$ cat config.mk
export PLATFORM = sky130hd
export DESIGN_NAME = mph_match
export DESIGN_NICKNAME = d
export VERILOG_FILES = /design/src/sv/mph_pkg.sv /design/src/sv/mph_match.sv
export SDC_FILE = /design/constraint.sdc
export NUM_CORES = 1
export LEC_CHECK = 0
export BUFFER_PORTS_ARGS = -buffer_cell sky130_fd_sc_hd__buf_4
export CAP_MARGIN = 20
export CORE_MARGIN = 8
export CORE_UTILIZATION = 30
export DETAILED_ROUTE_END_ITERATION = 10
export PLACE_DENSITY = 0.65
export SLEW_MARGIN = 20
export SYNTH_ARGS = -nofsm -noshare
export SYNTH_HDL_FRONTEND = slang
export SYNTH_SLANG_ARGS = --single-unit
$ cat constraint.sdc
create_clock -name vclk -period 6
set_clock_uncertainty 0.1 [all_clocks]
set_input_delay 0.9 -clock vclk [all_inputs]
set_output_delay 0.9 -clock vclk [all_outputs]
set_load 0.01 [all_outputs]
$ cat src/sv/mph_pkg.sv
package mph_pkg;

	localparam int PATTERN_BYTES_DEF = 8;

	localparam int BYTE_W    = 8;
	localparam int ADDR_W    = 16;
	localparam int CFG_W     = 64;
	localparam int LEN_W     = 4;
	localparam int CFG_IDX_W = 2;

	// register indexes on the configuration port
	localparam logic [CFG_IDX_W-1:0] REG_PATTERN = 2'd0;
	localparam logic [CFG_IDX_W-1:0] REG_MASK    = 2'd1;
	localparam logic [CFG_IDX_W-1:0] REG_LENGTH  = 2'd2;

	localparam logic [CFG_W-1:0] PATTERN_RST = '0;
	localparam logic [CFG_W-1:0] MASK_RST    = '1;
	localparam logic [LEN_W-1:0] LENGTH_RST  = 4'd1;

	typedef struct packed {
		logic [BYTE_W-1:0] mem_byte;
		logic [ADDR_W-1:0] byte_addr;
		logic              last_byte;
	} byte_beat_t;

	typedef struct packed {
		logic              match_found;
		logic [ADDR_W-1:0] match_addr;
	} hit_beat_t;

	typedef struct packed {
		logic [CFG_W-1:0] pattern_bytes;
		logic [CFG_W-1:0] mask_bytes;
	} cmp_cfg_t;

endpackage

$ cat src/sv/mph_match.sv
module mph_match
	import mph_pkg::*;
#(
	parameter int PATTERN_BYTES = PATTERN_BYTES_DEF
) (
	input  logic [PATTERN_BYTES*BYTE_W-1:0] win,
	input  logic [LEN_W-1:0]                len,
	input  cmp_cfg_t                        cfg,
	output logic                            hit
);

	localparam int WIN_W = PATTERN_BYTES * BYTE_W;

	logic [LEN_W-1:0]   skip;
	logic [LEN_W+2:0]   shamt;
	logic [WIN_W-1:0]   aligned;
	logic [PATTERN_BYTES-1:0] byte_ok;

	// oldest compared byte sits PATTERN_BYTES - len places above the bottom
	assign skip    = LEN_W'(PATTERN_BYTES) - len;
	assign shamt   = {skip, 3'b000};
	assign aligned = win >> shamt;

	always_comb begin
		for (int j = 0; j < PATTERN_BYTES; j++) begin
			byte_ok[j] = (LEN_W'(j) >= len) ||
				((aligned[BYTE_W*j +: BYTE_W] & cfg.mask_bytes[BYTE_W*j +: BYTE_W])
					== cfg.pattern_bytes[BYTE_W*j +: BYTE_W]);
		end
	end

	assign hit = &byte_ok;

endmodule
---- Word-level counts from Yosys, hierarchy flattened ----
Index checks and enable logic that the tools add are counted.
cells by class
  add/subtract/negate cells ............... 1
  magnitude comparators ................... 8
  eq/ne operators ......................... 8
  shift-type cells ........................ 1
  bitwise gates (word level) .............. 8
  reduce and logical (&&, ||, !) cells .... 9
operators with widths
  kind                 number
  $and 8x8->8          8
  $eq 8x8->1           8
  $shr 64x7->64        1
  $ge 3x4->1 const A   4
  $ge 1x4->1 const A   2
  $ge 2x4->1 const A   2
  $logic_or 1x1->1     8
  $reduce_and 8->1     1
  $sub 4x4->4 const A  1
word-level totals
  register bits ........................... 0
  input port bits ......................... 196
  output and inout bits ................... 1
  word-level logic and storage cells ...... 35

---- Longest topological paths before layout ----
Gate-level depths: netlist of run 1.
  depth after elaboration ................. 6
  depth in mapped cells ................... 19
  gate-level depth less buffers ........... 11

---- Worst setup path after synthesis of run 1 ----
Ideal clock, no wire load.
  kind .................................... in2out
  start point ............................. input len[0]
  end point ............................... output hit
  arrival ................................. 4.111 ns
  data required time ...................... 5.000 ns
  slack ................................... 0.889 ns
  stages .................................. 19
  path buffers ............................ 8
  cell sequence ........................... buf_4 buf_6 inv_1 buf_2 buf_2 ha_1 buf_4 buf_6 buf_6 buf_6 mux2i_1 o2bb2ai_1 and2_1 nor4b_1 a31oi_1 o32ai_1 a41oi_1 o32ai_1 o211a_1
between the ends
  word-level cells in the longest chain between the ends .. 6
  elaborated cells on any way between the ends .. 35
  those cells by class .................... add/sub: 1; order compare: 8; eq/ne: 8; shift: 1; bitwise: 8; reduce/logical: 9
ends and longest elaborated chain
  element               line             RTL
  start: declaration    mph_match.sv:7   input logic [LEN_W-1:0] len,
  $sub 4x4->4           mph_match.sv:20  assign skip = LEN_W'(PATTERN_BYTES) - len;
  $shr 64x7->64         mph_match.sv:22  assign aligned = win >> shamt;
  $and 8x8->8           mph_match.sv:27  ((aligned[BYTE_W*j +: BYTE_W] & cfg.mask_bytes[BYTE_W*j +: BYTE_W])
  $eq 8x8->1            mph_match.sv:28  == cfg.pattern_bytes[BYTE_W*j +: BYTE_W]);
  $logic_or 1x1->1      mph_match.sv:26  byte_ok[j] = (LEN_W'(j) >= len) ||
  $reduce_and 8->1 (*)  mph_match.sv:32  assign hit = &byte_ok;
  end: declaration      mph_match.sv:9   output logic hit
Every way passes the cells marked *; elsewhere a longest branch is shown, timed or not.

---- Final worst setup path of run 1 ----
  start point ............................. input len[1]
  end point ............................... output hit
Same word-level chain as after synthesis.

==> results of run 1 <==
-- layout make-up --
type / count / area [µm²] / share of cell area [%]
Tap cell: 172 / 215 / 3.99
Inverter: 19 / 71.3 / 1.32
Timing Repair Buffer: 208 / 1570 / 29.2
Multi-Input combinational cell: 469 / 3540 / 65.5
-- cells by family after synthesis --
group,count (synthesis)
AO/OA/AOI/OAI,154
XOR/XNOR,32
adder cells (fa/ha/maj),3
buffers and inverters,57
multiplexers,73
AND/OR/NAND/NOR,207
-- critical path, stage by stage --
cell       delay (ps)
buf_4             120
inv_1              80
ha_4              540
buf_12            290
mux4_2            300
o32ai_1           110
a2111oi_0         420
a31oi_1           140
nor4_2            160
nand4bb_1         240
a222oi_1          380
and3_1            200
o211a_1           150
buf_4             120
-- Yosys cell counts, drive strengths merged, types with 4 or more instances --
library cell	number
a2111oi	4
a211oi	8
a21oi	30
a31oi	27
a41oi	4
and2	10
and3	6
and4b	4
buf	34
clkbuf	4
inv	19
mux2	14
mux2i	43
mux4	16
nand2	56
nand2b	11
nand3	18
nand4	5
nor2	33
nor2b	12
nor3	15
nor4	7
nor4b	12
o2111ai	7
o211a	6
o211ai	4
o21ai	17
o2bb2ai	4
o32ai	17
xnor2	11
xor2	21
-- placed cells by master, fill, tap and decap left out, types with 4 or more instances in the layout --
master | netlist | layout
mux4_2 | 16 | 16
xnor2_1 | 11 | 10
and2_1 | 9 | 9
nor2_1 | 33 | 33
nand2b_1 | 11 | 11
o2111ai_1 | 7 | 7
nor4b_1 | 12 | 12
nand2_1 | 56 | 56
and4b_1 | 4 | 4
o32ai_1 | 17 | 17
buf_4 | 9 | 207
o21ai_0 | 15 | 15
nor2b_1 | 12 | 12
nand4_1 | 5 | 5
a211oi_1 | 8 | 8
and3_1 | 6 | 6
a21oi_1 | 29 | 29
nor4_1 | 6 | 6
mux2i_1 | 43 | 43
a31oi_1 | 27 | 27
nand3_1 | 18 | 18
o211ai_1 | 4 | 4
inv_1 | 19 | 19
o2bb2ai_1 | 4 | 4
o211a_1 | 6 | 6
a41oi_1 | 4 | 4
mux2_2 | 14 | 14
xor2_1 | 20 | 20
nor3_1 | 15 | 15
-- worst paths after layout --
kind / slack, ps / startpoint / to
worst max-delay path: 820 / len[1] / hit
worst min-delay path: 2190 / len[3] / hit
-- per-stage QoR --
stage / hold slack, ps / std cells / utilization (%)
floorplan: 2000 / 526 / -
global placement: 2190 / 868 / 42.9
detailed placement: 2180 / 868 / 42.9
CTS: 2180 / 868 / 42.9
global route: 2200 / 868 / 42.9
finish: 2190 / 868 / 42.9
-- layer usage --
layer	vias up	GRT usage, %	wire length, µm
li1	2404	-	-
met1	2410	27.6	7710
met3	32	3.99	1860
met5	-	0	0
met4	0	6.57	619
met2	281	36.9	9160
-- power groups by stage --
stage          clock, mW  sequential, mW  combinational, mW
2_1_floorplan          0               0              0.278
3_5_place_dp           0               0              0.477
3_3_place_gp           0               0              0.474
5_1_grt                0               0              0.519
6_report               0               0              0.485
4_1_cts                0               0              0.479
==> impl_metrics.yaml, run 1 <==
power_and_ir_drop:
  clockPowerShare_pct: 0
  combPwrFrac_pct: 100.0
  p_total_mw: 0.485
  power_density_nw_per_um2: 89.9
  p_leak_nw: 2.32
  p_sw_mw: 0.254
  power_frac_seq_pct: 0
  p_sw_share_pct: 52.4
  ir_drop_v: 0.0000430
  intPower_mw: 0.231
routing:
  drc_errors: 0
  detail_route.iter0.violations: 455
  vias_per_cell: 5.91
  routedWlPerCell_um: 22.3
  ant_nets: 0
  vias: 5127
  dr.pass1.iters: 5
  wl_mm: 19.3
floorplan:
  start_util_pct: 30.5
  die_x_um: 129
  dieArea_um2: 16700
  num_rows: 41
  dieHeight_um: 129
  io_pins: 197
  core_area_um2: 12600
grt:
  grt_overflow: 0
  antenna_found_initial: 0
  track_usage_pct: 21.8
  grt_pass1_vias: 5214
  grt_pass1_wl_mm: 28.6
  grt_max_degree: 50
layout:
  post-route-cell-area_um2: 5400
  n_clock_buffer: 0
  seq_area_um2: 0
  layout-drive-gt1-share_pct: 36.1
  nFillCells: 1346
  syn_to_final_growth_pct: 40.8
  nNetsFinal: 897
  num_antenna_cells: 0
  seq_cell_count: 0
synth:
  yosys.area_share.xor_xnor_pct: 7.51
  ys_types: 70
  synth_compound_area_share_pct: 28.9
  synth.avg_cell_area_um2: 7.29
  synth-simple-area-share_pct: 29.3
  syn_area_um2: 3830
  synth_top_area_cell: "mux2i_1"
  ys_warn_count: 0
  synthTopCellsByArea: "mux2i_1, mux4_2, nand2_1, xor2_1, a31oi_1"
  synth_nets: 725
  yosys.area.top_type_share_pct: 11.2
  synthAdderAreaFrac_pct: 0.979
  synth_top_family_by_area: "simple AND/OR/NAND/NOR gates"
  synth-seq-area-share_pct: 0
  syn_inst: 526
  synth_mux_area_share_pct: 24.7
setup_path:
  critPathKind: "input pin to primary output"
  cp.arrival_ps: 4180
  endpoint_kind: "primary output"
  worst_ep_required_time_ps: 5000
  cp-start-kind: "input pin"
  cp_max_fo: 35
placement:
  gp_congestion: 0.935
  portBuffers: 197
  dp.final_hpwl_mm: 16.4
  post_dp_cell_area_um2: 5400
  pre_cts_slack_ps: 880
worst_hold_path:
  min_path_cells: 4
  hp-class: "input pin to primary output"
clocking:
  ctsHoldBuffers: 0
  post_cts_resized: 0
  cts_setup_buffers: 0
outcome:
  outcome: "completed"
timing:
  finalCriticalPeriod_ps: 5180
  setup_viol: 0
  relSlewSlack_pct: 52.9
  min_period_over_period_pct: 86.3
  hold_viol: 0
  drv_slew: 0
  finalSetupTns_ps: 0
  setup_slack_ps: 823
  max_slew.worst_pin.slew_ps: 702
  rsz0062_at_grt: "false"
  fmax_mhz: 193
run:
  maxCapViolations: 0
Power figures use the tool's default switching activity.
==> run 2: changes to the inputs <==
Settings changed: CORE_MARGIN 8 to 5, CORE_UTILIZATION 30 to 49, PLACE_DENSITY 0.65 to 0.93.
==> impl_metrics.yaml, run 2 (synthesis results as in run 1) <==
floorplan:
  io_pins: 197
  core_area_um2: 7690
  dieHeight_um: 98.5
  num_rows: 32
  die_x_um: 98.5
  start_util_pct: 49.9
  dieArea_um2: 9690
clocking:
  ctsHoldBuffers: 0
  post_cts_resized: 0
  cts_setup_buffers: 0
grt:
  grt_overflow: 0
  grt_pass1_wl_mm: 27.4
  grt_pass1_vias: 5166
  antenna_found_initial: 1
  grt_max_degree: 81
  track_usage_pct: 34.5
layout:
  nFillCells: 677
  n_clock_buffer: 0
  seq_cell_count: 0
  final_cell_mix: "buf_4, nand2_1, mux2i_1"
  final_common_cell: "buf_4"
  multi_input_area_um2: 3530
  num_antenna_cells: 0
  fin_util_pct: 68.8
  seq_area_um2: 0
  layout-drive-gt1-share_pct: 36.0
  syn_to_final_growth_pct: 38.1
  nNetsFinal: 896
timing:
  rsz0062_at_grt: "false"
  min_period_over_period_pct: 87.2
  fmax_mhz: 191
  hold_viol: 0
  setup_viol: 0
  max_slew.worst_pin.slew_ps: 920
  drv_slew: 0
  finalCriticalPeriod_ps: 5230
  finalSetupTns_ps: 0
  relSlewSlack_pct: 38.7
routing:
  wl_mm: 17.9
  vias_per_cell: 6.68
  drc_errors: 0
  dr.pass1.iters: 5
  routedWlPerCell_um: 22.4
  detail_route.iter0.violations: 579
  ant_nets: 0
  vias: 5320
setup_path:
  critPathKind: "input pin to primary output"
  cp_max_fo: 31
  cp.arrival_ps: 4230
  worst_ep_required_time_ps: 5000
  cp-start-kind: "input pin"
  endpoint_kind: "primary output"
placement:
  dp.final_hpwl_mm: 14.9
  portBuffers: 197
  gp_congestion: 0.963
outcome:
  outcome: "completed"
run:
  maxCapViolations: 0
worst_hold_path:
  hp-class: "input pin to primary output"
power_and_ir_drop:
  ir_drop_v: 0.0000805
  p_total_mw: 0.483
  power_density_nw_per_um2: 91.2
  p_leak_nw: 2.31
run 2: cell count changes in the layout (fill, tap and decap cells not counted):
cell / delta
buf_4: -1
ha_2: +1
ha_4: -1
run 2: worst paths after layout:
check	from	depth (start not counted)	end
setup / recovery	len[1]	14	hit
hold / removal	len[3]	4	hit
run 2: cell type report:
type	count	area share [%]
Multi-Input combinational cell	469	66.6
Timing Repair Buffer	207	29.6
Tap cell	102	2.41
Inverter	19	1.35
run 2: metal layers:
layer / GRT usage, % / up-vias / part of all wire, %
li1: - / 2407 / -
met1: 45.7 / 2449 / 38
met2: 57.6 / 410 / 46
met3: 5.38 / 52 / 13
met4: 10.6 / 2 / 3.6
met5: 0 / - / 0.10
run 2: power breakdown:
part | total (mW) | switching (mW) | internal, mW
Combinational | 0.483 | 0.254 | 0.229
Clock | 0 | 0 | 0
Sequential | 0 | 0 | 0
Total | 0.483 | 0.254 | 0.229
run 2: worst max-delay path, stage by stage:
cell and delay [ps]:
buf_4 130, inv_1 60, ha_2 430, buf_4 420, mux4_2 430, mux2i_1 240, o32ai_1 110, nor3_1 180
a31oi_1 120, nand4bb_1 300, a222oi_1 390, and3_1 210, o211a_1 160, buf_4 120
run 2: through the flow:
stage	hold slack (ps)	setup WS [ps]	cell area [µm²]	cells
detailed placement	2200	821	5290	797
finish	2210	766	5290	797
floorplan	2000	889	3830	526
global route	2240	620	5290	797
global placement	2180	925	5290	797
CTS	2200	816	5290	797
